==> config.mk <==
export PLATFORM = sky130hd
export DESIGN_NAME = i2c_master_register_transactions
export DESIGN_NICKNAME = d
export VERILOG_FILES = /design/src/i2cm_pkg.sv /design/src/i2c_master_register_transactions.sv /design/src/i2cm_front.sv /design/src/i2cm_fifo.sv /design/src/i2cm_engine.sv
export SDC_FILE = /design/constraint.sdc
export NUM_CORES = 1
export LEC_CHECK = 0
export BUFFER_PORTS_ARGS = -buffer_cell sky130_fd_sc_hd__buf_2
export CAP_MARGIN = 30
export CORE_ASPECT_RATIO = 1.1
export CORE_UTILIZATION = 45
export DETAILED_ROUTE_END_ITERATION = 16
export GPL_ROUTABILITY_DRIVEN = 0
export PLACE_DENSITY = 0.68
export SLEW_MARGIN = 10
export SYNTH_ARGS = -nofsm -noshare
export SYNTH_HDL_FRONTEND = slang
export SYNTH_SLANG_ARGS = --single-unit
==> constraint.sdc <==
create_clock -name i_clk -period 6.4 [get_ports i_clk]
set_input_delay 0.32 -clock i_clk [delete_from_list [all_inputs] [get_ports i_clk]]
set_output_delay 0.32 -clock i_clk [all_outputs]
set_load 0.01 [all_outputs]
==> src/i2cm_pkg.sv <==
// ----------------------------------------------------------------------------
// I2C master package
// Shared types and constants for the register transaction I2C master.
// ----------------------------------------------------------------------------
package i2cm_pkg;

    localparam logic [7:0] ACK_TIMEOUT_RST = 8'd250;
    localparam int         FIFO_DEPTH_DEF  = 4;

    typedef enum logic [1:0] {
        CMD_TICK  = 2'd0,
        CMD_WRITE = 2'd1,
        CMD_POINT = 2'd2,
        CMD_READ  = 2'd3
    } t_cmd;

    typedef enum logic [15:0] {
        PH_IDLE      = 16'h0001,
        PH_START1    = 16'h0002,
        PH_START2    = 16'h0004,
        PH_TX_LOW    = 16'h0008,
        PH_TX_HIGH   = 16'h0010,
        PH_ACK_LOW   = 16'h0020,
        PH_ACK_HIGH  = 16'h0040,
        PH_ACK_END   = 16'h0080,
        PH_RX_HIGH   = 16'h0100,
        PH_RX_LOW    = 16'h0200,
        PH_MACK_LOW  = 16'h0400,
        PH_MACK_HIGH = 16'h0800,
        PH_MACK_END  = 16'h1000,
        PH_STOP1     = 16'h2000,
        PH_STOP2     = 16'h4000,
        PH_STOP3     = 16'h8000
    } t_phase;

    typedef struct packed {
        logic [1:0]  command;
        logic [7:0]  device_address;
        logic [7:0]  register_index;
        logic [15:0] write_data;
        logic        take_magnitude;
        logic        sda_in;
    } t_in;

    typedef struct packed {
        logic        scl_out;
        logic        sda_out;
        logic        busy_res;
        logic        done_res;
        logic [15:0] read_word;
        logic        ack_error;
    } t_out;

    typedef struct packed {
        logic        start;
        t_cmd        cmd;
        logic [7:0]  addr_byte;
        logic [7:0]  reg_byte;
        logic [15:0] wdata;
        logic        mag;
        logic        sda_in;
    } t_work;

endpackage

==> src/i2c_master_register_transactions.sv <==
// ----------------------------------------------------------------------------
// I2C master for 16-bit register transactions
// Drives SCL and SDA one bus phase per tick word and runs register write,
// pointer set and register read transactions with acknowledge timeout.
//
//   Channel | Direction | Handshake               | Payload
//   --------+-----------+-------------------------+-----------
//   in      | input     | i_in_valid / o_in_ready | i_in_data
//   out     | output    | o_out_valid/ i_out_ready| o_out_data
//   cfg     | input     | i_cfg_we                | i_cfg_data
//
// One tick word is accepted per cycle while the work queue has room. Each
// word is registered in the work queue, then taken by the bus engine, whose
// result word is registered in the output stage.
// The rate is bounded by the single-phase step of the bus engine.
// Synchronous active-low reset returns the bus to idle and the timeout to 250.
// The work queue holds FIFO_DEPTH words and the output stage one more before
// an output stall stops the input.
// ----------------------------------------------------------------------------
module i2c_master_register_transactions import i2cm_pkg::*; #(
    parameter int FIFO_DEPTH = FIFO_DEPTH_DEF
) (
    input  logic       i_clk,
    input  logic       i_rst_n,
    input  logic       i_cfg_we,
    input  logic [7:0] i_cfg_data,
    input  logic       i_in_valid,
    output logic       o_in_ready,
    input  t_in        i_in_data,
    output logic       o_out_valid,
    input  logic       i_out_ready,
    output t_out       o_out_data
);

    logic  front_valid, front_ready;
    t_work front_work;
    logic  q_valid, q_ready;
    t_work q_work;

    i2cm_front u_front (
        .i_rst_n (i_rst_n),
        .i_valid (i_in_valid),
        .o_ready (o_in_ready),
        .i_data  (i_in_data),
        .o_valid (front_valid),
        .i_ready (front_ready),
        .o_work  (front_work)
    );

    i2cm_fifo #(
        .DEPTH (FIFO_DEPTH)
    ) u_fifo (
        .i_clk   (i_clk),
        .i_rst_n (i_rst_n),
        .i_valid (front_valid),
        .o_ready (front_ready),
        .i_work  (front_work),
        .o_valid (q_valid),
        .i_ready (q_ready),
        .o_work  (q_work)
    );

    i2cm_engine u_engine (
        .i_clk      (i_clk),
        .i_rst_n    (i_rst_n),
        .i_cfg_we   (i_cfg_we),
        .i_cfg_data (i_cfg_data),
        .i_valid    (q_valid),
        .o_ready    (q_ready),
        .i_work     (q_work),
        .o_valid    (o_out_valid),
        .i_ready    (i_out_ready),
        .o_data     (o_out_data)
    );

endmodule

==> src/i2cm_front.sv <==
// ----------------------------------------------------------------------------
// I2C master front end
// Accepts words and decodes them into work entries for the bus engine.
// ----------------------------------------------------------------------------
module i2cm_front import i2cm_pkg::*; (
    input  logic  i_rst_n,
    input  logic  i_valid,
    output logic  o_ready,
    input  t_in   i_data,
    output logic  o_valid,
    input  logic  i_ready,
    output t_work o_work
);

    t_cmd cmd;

    assign cmd     = t_cmd'(i_data.command);
    assign o_valid = i_valid & i_rst_n;
    assign o_ready = i_ready & i_rst_n;

    always_comb begin
        o_work          = '0;
        o_work.start    = (cmd != CMD_TICK);
        o_work.cmd      = cmd;
        o_work.reg_byte = i_data.register_index;
        o_work.wdata    = i_data.write_data;
        o_work.mag      = i_data.take_magnitude;
        o_work.sda_in   = i_data.sda_in;
        unique case (cmd)
            CMD_READ: begin
                o_work.addr_byte = i_data.device_address + 8'd1;
            end
            default: begin
                o_work.addr_byte = i_data.device_address;
            end
        endcase
    end

endmodule

==> src/i2cm_fifo.sv <==
// ----------------------------------------------------------------------------
// I2C master work queue
// Short queue that decouples the front end from the bus engine.
// ----------------------------------------------------------------------------
module i2cm_fifo import i2cm_pkg::*; #(
    parameter int DEPTH = FIFO_DEPTH_DEF
) (
    input  logic  i_clk,
    input  logic  i_rst_n,
    input  logic  i_valid,
    output logic  o_ready,
    input  t_work i_work,
    output logic  o_valid,
    input  logic  i_ready,
    output t_work o_work
);

    localparam int AW = (DEPTH > 1) ? $clog2(DEPTH) : 1;
    localparam int CW = $clog2(DEPTH + 1);

    t_work          r_mem [DEPTH];
    logic [AW-1:0]  r_wp, n_wp;
    logic [AW-1:0]  r_rp, n_rp;
    logic [CW-1:0]  r_cnt;
    logic           push, pop;

    assign o_ready = (r_cnt != CW'(DEPTH));
    assign o_valid = (r_cnt != '0);
    assign o_work  = r_mem[r_rp];
    assign push    = i_valid & o_ready;
    assign pop     = o_valid & i_ready;

    assign n_wp = (r_wp == AW'(DEPTH - 1)) ? '0 : r_wp + AW'(1);
    assign n_rp = (r_rp == AW'(DEPTH - 1)) ? '0 : r_rp + AW'(1);

    always_ff @(posedge i_clk) begin
        if (push) begin
            r_mem[r_wp] <= i_work;
        end
    end

    always_ff @(posedge i_clk) begin
        if (!i_rst_n) begin
            r_wp  <= '0;
            r_rp  <= '0;
            r_cnt <= '0;
        end else begin
            if (push) begin
                r_wp <= n_wp;
            end
            if (pop) begin
                r_rp <= n_rp;
            end
            if (push && !pop) begin
                r_cnt <= r_cnt + CW'(1);
            end else if (pop && !push) begin
                r_cnt <= r_cnt - CW'(1);
            end
        end
    end

endmodule

==> src/i2cm_engine.sv <==
// ----------------------------------------------------------------------------
// I2C master bus engine
// Advances the bus state machine by one phase per work entry and registers
// the resulting line levels and status in the output stage.
// ----------------------------------------------------------------------------
module i2cm_engine import i2cm_pkg::*; (
    input  logic       i_clk,
    input  logic       i_rst_n,
    input  logic       i_cfg_we,
    input  logic [7:0] i_cfg_data,
    input  logic       i_valid,
    output logic       o_ready,
    input  t_work      i_work,
    output logic       o_valid,
    input  logic       i_ready,
    output t_out       o_data
);

    t_phase       r_phase, n_phase;
    logic [3:0]   r_bit, n_bit;
    logic [1:0]   r_byte, n_byte;
    logic [7:0]   r_shift, n_shift;
    logic [15:0]  r_data, n_data;
    logic [7:0]   r_poll, n_poll;
    t_cmd         r_cmd, n_cmd;
    logic [7:0]   r_addr, n_addr;
    logic [7:0]   r_reg, n_reg;
    logic         r_mag, n_mag;
    logic         r_err, n_err;
    logic [7:0]   r_timeout;
    t_out         r_out;
    logic         r_out_valid;
    t_out         res;
    logic         pop;
    logic [8:0]   poll_inc;
    logic [1:0]   tx_idx;
    logic         tx_next;

    function automatic logic [7:0] f_tx_byte(input logic [1:0] idx, input logic [7:0] addr,
                                             input logic [7:0] rg, input logic [15:0] dw);
        logic [7:0] b;
        b = 8'h00;
        case (idx)
            2'd0:    b = addr;
            2'd1:    b = rg;
            2'd2:    b = dw[15:8];
            default: b = dw[7:0];
        endcase
        return b;
    endfunction

    assign pop      = i_valid & (!r_out_valid | i_ready);
    assign o_ready  = !r_out_valid | i_ready;
    assign o_valid  = r_out_valid;
    assign o_data   = r_out;
    assign poll_inc = {1'b0, r_poll} + 9'd1;
    assign tx_idx   = r_byte + 2'd1;
    assign tx_next  = ((r_cmd == CMD_WRITE) && (r_byte < 2'd3)) ||
                      ((r_cmd == CMD_POINT) && (r_byte < 2'd1));

    always_comb begin
        n_phase = r_phase;
        n_bit   = r_bit;
        n_byte  = r_byte;
        n_shift = r_shift;
        n_data  = r_data;
        n_poll  = r_poll;
        n_cmd   = r_cmd;
        n_addr  = r_addr;
        n_reg   = r_reg;
        n_mag   = r_mag;
        n_err   = r_err;
        res          = '0;
        res.scl_out  = 1'b1;
        res.sda_out  = 1'b1;
        res.busy_res = 1'b1;
        unique case (r_phase)
            PH_START1: begin
                res.sda_out = 1'b0;
                n_phase     = PH_START2;
            end
            PH_START2: begin
                res.scl_out = 1'b0;
                res.sda_out = 1'b0;
                n_byte      = 2'd0;
                n_shift     = f_tx_byte(2'd0, r_addr, r_reg, r_data);
                n_bit       = 4'd0;
                n_phase     = PH_TX_LOW;
            end
            PH_TX_LOW: begin
                res.scl_out = 1'b0;
                res.sda_out = r_shift[7];
                n_phase     = PH_TX_HIGH;
            end
            PH_TX_HIGH: begin
                res.sda_out = r_shift[7];
                n_shift     = {r_shift[6:0], 1'b0};
                n_bit       = r_bit + 4'd1;
                if (n_bit >= 4'd8) begin
                    n_poll  = 8'd0;
                    n_phase = PH_ACK_LOW;
                end else begin
                    n_phase = PH_TX_LOW;
                end
            end
            PH_ACK_LOW: begin
                res.scl_out = 1'b0;
                n_phase     = PH_ACK_HIGH;
            end
            PH_ACK_HIGH: begin
                if (!i_work.sda_in) begin
                    n_phase = PH_ACK_END;
                end else if (poll_inc > {1'b0, r_timeout}) begin
                    n_err   = 1'b1;
                    n_phase = PH_STOP1;
                end else begin
                    n_poll  = poll_inc[7:0];
                end
            end
            PH_ACK_END: begin
                res.scl_out = 1'b0;
                if (tx_next) begin
                    n_byte  = tx_idx;
                    n_shift = f_tx_byte(tx_idx, r_addr, r_reg, r_data);
                    n_bit   = 4'd0;
                    n_phase = PH_TX_LOW;
                end else if (r_cmd == CMD_READ) begin
                    n_byte  = 2'd1;
                    n_bit   = 4'd0;
                    n_shift = 8'd0;
                    n_data  = 16'd0;
                    n_phase = PH_RX_HIGH;
                end else begin
                    n_phase = PH_STOP1;
                end
            end
            PH_RX_HIGH: begin
                n_shift = {r_shift[6:0], i_work.sda_in};
                n_bit   = r_bit + 4'd1;
                n_phase = PH_RX_LOW;
            end
            PH_RX_LOW: begin
                res.scl_out = 1'b0;
                if (r_bit >= 4'd8) begin
                    n_data  = {r_data[7:0], r_shift};
                    n_phase = PH_MACK_LOW;
                end else begin
                    n_phase = PH_RX_HIGH;
                end
            end
            PH_MACK_LOW: begin
                res.scl_out = 1'b0;
                res.sda_out = (r_byte != 2'd1);
                n_phase     = PH_MACK_HIGH;
            end
            PH_MACK_HIGH: begin
                res.sda_out = (r_byte != 2'd1);
                n_phase     = PH_MACK_END;
            end
            PH_MACK_END: begin
                res.scl_out = 1'b0;
                if (r_byte == 2'd1) begin
                    n_byte  = 2'd2;
                    n_bit   = 4'd0;
                    n_shift = 8'd0;
                    n_phase = PH_RX_HIGH;
                end else begin
                    n_phase = PH_STOP1;
                end
            end
            PH_STOP1: begin
                res.scl_out = 1'b0;
                res.sda_out = 1'b0;
                n_phase     = PH_STOP2;
            end
            PH_STOP2: begin
                res.sda_out = 1'b0;
                n_phase     = PH_STOP3;
            end
            PH_STOP3: begin
                res.busy_res  = 1'b0;
                res.done_res  = 1'b1;
                res.ack_error = r_err;
                if ((r_cmd == CMD_READ) && !r_err) begin
                    if (r_mag && r_data[15]) begin
                        res.read_word = 16'd0 - r_data;
                    end else begin
                        res.read_word = r_data;
                    end
                end
                n_phase = PH_IDLE;
            end
            default: begin
                n_phase = PH_IDLE;
                if (i_work.start) begin
                    n_cmd   = i_work.cmd;
                    n_addr  = i_work.addr_byte;
                    n_reg   = i_work.reg_byte;
                    n_data  = i_work.wdata;
                    n_mag   = i_work.mag;
                    n_err   = 1'b0;
                    n_byte  = 2'd0;
                    n_bit   = 4'd0;
                    n_poll  = 8'd0;
                    n_shift = 8'd0;
                    n_phase = PH_START1;
                end else begin
                    res.busy_res = 1'b0;
                end
            end
        endcase
    end

    always_ff @(posedge i_clk) begin
        if (!i_rst_n) begin
            r_phase     <= PH_IDLE;
            r_bit       <= '0;
            r_byte      <= '0;
            r_shift     <= '0;
            r_data      <= '0;
            r_poll      <= '0;
            r_cmd       <= CMD_TICK;
            r_addr      <= '0;
            r_reg       <= '0;
            r_mag       <= 1'b0;
            r_err       <= 1'b0;
            r_timeout   <= ACK_TIMEOUT_RST;
            r_out_valid <= 1'b0;
        end else begin
            if (i_cfg_we) begin
                r_timeout <= i_cfg_data;
            end
            if (pop) begin
                r_phase <= n_phase;
                r_bit   <= n_bit;
                r_byte  <= n_byte;
                r_shift <= n_shift;
                r_data  <= n_data;
                r_poll  <= n_poll;
                r_cmd   <= n_cmd;
                r_addr  <= n_addr;
                r_reg   <= n_reg;
                r_mag   <= n_mag;
                r_err   <= n_err;
            end
            r_out_valid <= pop | (r_out_valid & !i_ready);
        end
    end

    always_ff @(posedge i_clk) begin
        if (pop) begin
            r_out <= res;
        end
    end

    a_phase_onehot: assert property (@(posedge i_clk) disable iff (!i_rst_n)
        $onehot(r_phase))
        else $error("bus phase is not one-hot");

    a_phase_hold: assert property (@(posedge i_clk) disable iff (!i_rst_n)
        !pop |=> $stable(r_phase))
        else $error("bus phase moved without a work entry");

    a_stop_to_idle: assert property (@(posedge i_clk) disable iff (!i_rst_n)
        pop && (r_phase == PH_STOP3) |=> (r_phase == PH_IDLE) && r_out.done_res)
        else $error("stop did not finish the transaction");

    a_status_only_done: assert property (@(posedge i_clk) disable iff (!i_rst_n)
        r_out_valid && !r_out.done_res |-> (r_out.read_word == 16'd0) && !r_out.ack_error)
        else $error("read word or error shown outside the finishing tick");

    a_bit_range: assert property (@(posedge i_clk) disable iff (!i_rst_n)
        r_bit <= 4'd8)
        else $error("bit counter out of range");

endmodule

Word level (Yosys, flattened, before mapping). Memory sizes are Yosys's and may differ from the RTL's. A register that Yosys moved wholly into a read port is not among the register bits. Cells that the tools add are included. W data, S select, Z words.

Reduce and logical (&&, ||, !) cells: 43. Mux-type cells: 54. Equal/unequal tests: 36. Add/subtract/negate cells: 9. Bitwise gates (word level): 13. $lt $le $gt $ge: 5.

Operators with widths (count): $pmux W16 S15 (1); $mux W16 (9); $mux W8 (8); $pmux W16 S3 (1); $pmux W8 S3 (2); $pmux W8 S6 (1); $mux W14 (2); $reduce_or A14 Y1 (2); $reduce_or A13 Y1 (2); $pmux W4 S5 (1); $reduce_and A5 Y1 (4); $mux W18 (1); $mux W2 (9); $eq A16 B10 Y1 const B (1); $eq A16 B11 Y1 const B (1); $eq A16 B12 Y1 const B (1); $eq A16 B13 Y1 const B (1); $eq A16 B14 Y1 const B (1); $eq A16 B15 Y1 const B (1); $eq A16 B16 Y1 const B (1); $eq A16 B2 Y1 const B (1); $eq A16 B3 Y1 const B (1); $eq A16 B4 Y1 const B (1); $eq A16 B5 Y1 const B (1); 50 further kinds (106).

Memories: 1. Word-level logic and storage cells: 183. Bits of input ports: 49. Register bits after elaboration: 111. Output and inout port bits: 23. Memory bits (writable): 148.

Memory list: u_fifo.r_mem (words 4, width 37, read ports 1, clocked after Yosys merged registers in 1, wr ports 1, line i2cm_fifo.sv:21) `t_work r_mem [DEPTH];`.

Longest topological paths before layout.
Depth in word-level cells: 6. Depth in mapped cells: 15. Gate-level depth less buffers: 12.

Hierarchy. From an unflattened synthesis, not the netlist that was laid out.

Cells, all modules: 1001. Area, all modules: 12240.5 um2.

By module, submodules not included: i2cm_engine (area each 6039.5 um2, times used 1, seq. area each 2292.2 um2, cells each 706); i2cm_fifo (area each 5818.1 um2, times used 1, seq. area each 4624.4 um2, cells each 244); i2cm_front (area each 382.9 um2, times used 1, seq. area each 0.0 um2, cells each 51).

Worst setup path after synthesis. OpenSTA, ideal clock, no wires.

Path kind: reg2reg. From: reg u_engine.r_poll[0]. To: reg u_engine.r_phase[12]. Setup time: 0.128 ns. Slack: 3.328 ns. Period minus slack after synthesis: 3.072 ns. Data required time: 6.272 ns. Stages on the path, launching flop included: 15. Arrival: 2.944 ns. Buffers on the path: 2. Path through: dfxtp_1 -> ha_1 -> and3_1 -> and3_1 -> xor2_1 -> ha_1 -> a21o_1 -> a21oi_1 -> o211ai_1 -> a21oi_1 -> a31oi_1 -> buf_2 -> buf_2 -> mux2i_1 -> nor2_1.

Longest elaborated chain between the ends: 4.

Ends and longest elaborated chain: start, declared (line i2cm_engine.sv:24) `logic [7:0] r_poll, n_poll;`; start signal, assigned (line i2cm_engine.sv:239) `r_poll <= n_poll;`; $add A8 B1 Y9 (line i2cm_engine.sv:56) `assign poll_inc = {1'b0, r_poll} + 9'd1;`; $gt A9 B8 Y1 (line i2cm_engine.sv:113) `end else if (poll_inc > {1'b0, r_timeout}) begin`; $ne A3 B3 Y1 (no line); $reduce_and A2 Y1 (no line); end signal, assigned (line i2cm_engine.sv:234) `r_phase <= n_phase;`; end, declared (line i2cm_engine.sv:19) `t_phase r_phase, n_phase;`.

No other way between the ends. A chain may end at the register's enable or synchronous reset.

Worst setup path in the final report.
From: reg u_engine.r_poll[0]. To: reg u_engine.r_poll[5].

Longest elaborated chain between the ends: 4. Elaborated cells on any way between the ends: 7. Classes of those cells: 1 x add/sub; 1 x order compare; 1 x eq/ne; 3 x mux; 1 x reduce/logical.

Ends and longest elaborated chain (line): $add A8 B1 Y9 (*) (i2cm_engine.sv:56); $gt A9 B8 Y1 or $mux W8 (tied branches) (i2cm_engine.sv:113); $ne A2 B2 Y1 (no line) or $mux W8 (tied branches); $reduce_and A6 Y1 (no line) or $pmux W8 S3 (tied branches).

Mark *: on every way between the ends. The rest lies on a longest branch, timed or not. The select of a mux whose other input is x is not followed.

==> flow_metrics.env <==
export IMPL_path_max_fanout=8
export IMPL_tightest_slew_ns=0.928
export IMPL_ant_nets=0
export IMPL_netlist_area_um2=11800
export IMPL_worstSetupPathType="reg -> reg"
export IMPL_p_sw_share_pct=31.7
export IMPL_finalSetupViolations=0
export IMPL_fin_crit_sh_pct=54.9
export IMPL_die_h_um=172
export IMPL_drive_gt1_share_pct=18.1
export IMPL_hold_path_class="in -> reg"
export IMPL_synth_compound_area_share_pct=9.47
export IMPL_synth_warning_count=0
export IMPL_postCtsSetupRepairBufs=0
export IMPL_fp_dieW_um=156
export IMPL_period_minus_slack_ns=3.51
export IMPL_crit_slowest_cell="or3_1"
export IMPL_insertion_delay_ns=0.54
export IMPL_ff_latch_area_um2=6920
export IMPL_synth_xor_area_share_pct=2.45
export IMPL_row_count=61
export IMPL_grt_overflow_total=0
export IMPL_place_hpwl_mm=16.6
export IMPL_cp_top_family="compound AO/OA/AOI/OAI gates"
export IMPL_grt_pass1_vias=7408
export IMPL_reg2reg_from="u_engine.r_poll[0]"
export IMPL_ctsHoldBuffers=21
export IMPL_p_int_uw=3720
export IMPL_n_antenna_cell=0
export IMPL_grt_usage_pct=18.8
export IMPL_max_freq_mhz=285
export IMPL_hp_start="i_cfg_data[7]"
export IMPL_n_fill_cell=2160
export IMPL_finalHoldViolations=0
export IMPL_ys_seq_elements=261
export IMPL_io_pins=72
export IMPL_combPwrFrac_pct=27.5
export IMPL_drc=0
export IMPL_postPlaceCellArea_um2=12400
export IMPL_nets=1084
export IMPL_p_switching_uw=1730
export IMPL_peakVddDrop_mv=0.240
export IMPL_r2r_cells=12
export IMPL_power_static_leakage_uw=0.00472
export IMPL_wirelength_mm=24.9
export IMPL_port_buffers=71
export IMPL_powerDensity_nw_per_um2=402
export IMPL_tritoncts="yes"
export IMPL_crit_required_ns=6.83
export IMPL_max_slew_margin_rel_pct=37.6
export IMPL_cap_violations=0
export IMPL_crit_path_cell_trace="ha_1, and3_1, and3_1, xor2_1, ha_1, a21o_1, a21oi_1, o211ai_1, a21oi_1, inv_1, or3_1, o41ai_2"
export IMPL_p_clk_share_pct=29.6
export IMPL_final_area_um2=13600
export IMPL_initial_utilization_pct=46.2
export IMPL_multi_input_area_um2=4440
export IMPL_vias=7825
export IMPL_synth_simple_area_share_pct=14.3
export IMPL_clock_path_buffers=3
export IMPL_avgRoutedWirePerCell_um=18.1
export IMPL_synth_ff_type="edfxtp_1"
export IMPL_synth_mux_area_fraction_pct=8.71
export IMPL_largest_reg_flops=148
export IMPL_cts_resized=0
export IMPL_grt_start_max_net_pins=72
export IMPL_synth_edf_count=169
export IMPL_drtIter0Drc=731
export IMPL_whs_path_depth=3
export IMPL_top_register="u_fifo.r_mem"
export IMPL_areaGrowthSynthToFinish_pct=15.2
export IMPL_seq_power_share_pct=42.9
export IMPL_core_area_um2=25500
export IMPL_root_buffer="clkbuf_16"
export IMPL_synth_top_family_by_area="simple AND/OR/NAND/NOR gates"
export IMPL_ys_seq_area_share_pct=58.7
export IMPL_rsz0062_at_grt="false"
export IMPL_cts_made_buffers=27
export IMPL_cts_htree_levels=1
export IMPL_syn_inst=940
export IMPL_crit_buf_inv=1
export IMPL_synth_cell_types=74
export IMPL_mappedNetlistNets=1014
export IMPL_syn_area_per_cell_um2=12.5
export IMPL_viasPerCell=5.68
export IMPL_cp_arrival_ns=3.94
export IMPL_timing_rr_end="u_engine.r_poll[5]"
export IMPL_fin_skew_ns=0.0210
export IMPL_antenna_found_initial=0
export IMPL_max_stage_delay_ns=0.52
export IMPL_cts_sink_count=261
export IMPL_drt_pass1_iterations=6
export IMPL_slew_violations=0
export IMPL_dieArea_um2=26800
export IMPL_setup_tns_ns=0
export IMPL_start_kind="register"
export IMPL_end_kind="register"
export IMPL_r2r_setup_slack_ns=2.89
export IMPL_synth_adder_area_share_pct=2.72
export IMPL_grt_first_pass_wirelength_mm=39.6
export IMPL_status="finished clean"
export IMPL_clk_pin_slew_ns=0.06
export IMPL_hold_path_end="u_engine.r_timeout[7]"
export IMPL_async_flop_share_pct=0
how the worst max path moves through the flow:
stage	end	depth (start not counted)	startpoint	slack, ns
after floorplan	u_engine.r_phase[12]	14	u_engine.r_poll[0]	3.33
after CTS	u_engine.r_poll[5]	12	u_engine.r_poll[0]	2.91
final	u_engine.r_poll[5]	12	u_engine.r_poll[0]	2.89
after global routing	u_engine.r_poll[5]	12	u_engine.r_poll[0]	2.65
after detailed placement	u_engine.r_poll[1]	12	u_engine.r_poll[0]	2.92
after global placement	u_engine.r_poll[5]	12	u_engine.r_poll[0]	3.03
worst reg2reg max path: stages (launching register included):
cell and delay, ns:
dfxtp_1 0.38, ha_1 0.25, and3_1 0.25, and3_1 0.24, xor2_1 0.17, ha_1 0.26, a21o_1 0.16, a21oi_1 0.17
o211ai_1 0.11, a21oi_1 0.51, inv_1 0.16, or3_1 0.52, o41ai_2 0.23
layer usage:
metal  global-route usage [%]  up-vias  share of wire [%]  wire length (um)
met5                        0        -                  0                 0
met4                     5.97        0                1.9               469
met3                     2.82       35                5.6              1400
met2                     31.7      236                 48             12100
met1                     25.0     3820                 44             11000
li1                         -     3734                  -                 -
power by group through the flow:
stage | Combinational [uW] | Clock (uW) | Sequential [uW]
6_report | 1500 | 1610 | 2340
5_1_grt | 1650 | 1710 | 2370
4_1_cts | 1510 | 1640 | 2330
3_5_place_dp | 1500 | 0 | 2370
3_3_place_gp | 1460 | 0 | 2360
2_1_floorplan | 1140 | 0 | 2280
final cells by class:
| class | instances | share of cell area (%) |
|---|---|---|
| well taps | 346 | 3.19 |
| multi-input cells | 583 | 32.8 |
| repair buffers | 105 | 5.37 |
| clock buffers | 34 | 5.25 |
| flip-flops and latches | 261 | 51.0 |
| inverters | 32 | 0.886 |
| clock inverters | 16 | 1.51 |
placed cells by master, fill, tap and decap left out, drive strengths merged, types with 3 or more instances in the layout:
cell         Yosys  layout
edfxtp         169     169
dfxtp           92      92
buf             26      84
nand2           69      69
nor2            61      61
o21ai           44      44
mux4            37      37
a21oi           36      36
nand3           36      36
clkbuf          38      34
inv             32      33
nor3            28      28
ha              24      24
dlygate4sd3      0      21
xor2            17      17
mux2i           17      17
a221oi          17      17
nor4            17      17
xnor2           16      16
a222oi          16      16
nor2b           15      15
or3             13      13
nand4           13      13
o211ai          12      12
and3            11      11
clkinv           0       9
nand2b           8       8
nor4b            7       7
and2             6       6
a211oi           6       6
o31ai            6       6
bufinv           0       5
or4              5       5
nor3b            4       4
a21o             3       3
o22ai            3       3
nand3b           3       3
cells in the mapped netlist, types with 6 or more instances:
cell,number,share of area (%)
nand2b_1,8,0.43
o211ai_1,12,0.77
o31ai_1,6,0.38
nand2_1,69,2.2
nor2b_1,15,0.80
nor4b_1,7,0.52
dfxtp_1,92,16
nor3_1,27,1.1
nor2_1,60,1.9
nand4_1,13,0.69
buf_2,15,0.64
clkbuf_1,37,1.2
a211oi_1,6,0.38
o21ai_0,43,1.8
xnor2_1,16,1.2
edfxtp_1,169,43
mux2i_1,17,1.4
or3_1,13,0.69
nand3_1,35,1.5
a222oi_1,16,1.4
nor4_1,11,0.58
inv_1,31,0.99
and3_1,11,0.58
xor2_1,17,1.3
mux4_2,37,7.1
buf_4,6,0.38
a221oi_1,17,1.3
ha_1,24,2.6
a21oi_1,36,1.5
and2_1,6,0.32
metrics by stage:
stage	worst slack [ns]	util, %	std cells	hold slack [ns]	total power, uW
3_5_place_dp	2.92	48.8	1306	0.469	3870
3_3_place_gp	3.03	48.3	1300	0.454	3810
6_report	2.89	53.2	1377	0.0143	5450
5_1_grt	2.65	53.2	1377	0.00734	5730
2_1_floorplan	3.33	-	940	0.419	3420
4_1_cts	2.91	53.2	1377	0.00291	5490
cells by family (layout without fill, tap and decap cells):
logic type | Yosys count | in the layout
AOI/OAI and AO/OA | 163 | 163
xor gates and xnor gates | 33 | 33
adders and majority gates | 25 | 25
buffers and inverters | 96 | 187
DFF | 261 | 261
muxes | 56 | 56
and+or+nand+nor | 306 | 306
(Power assumes the default switching activity.)
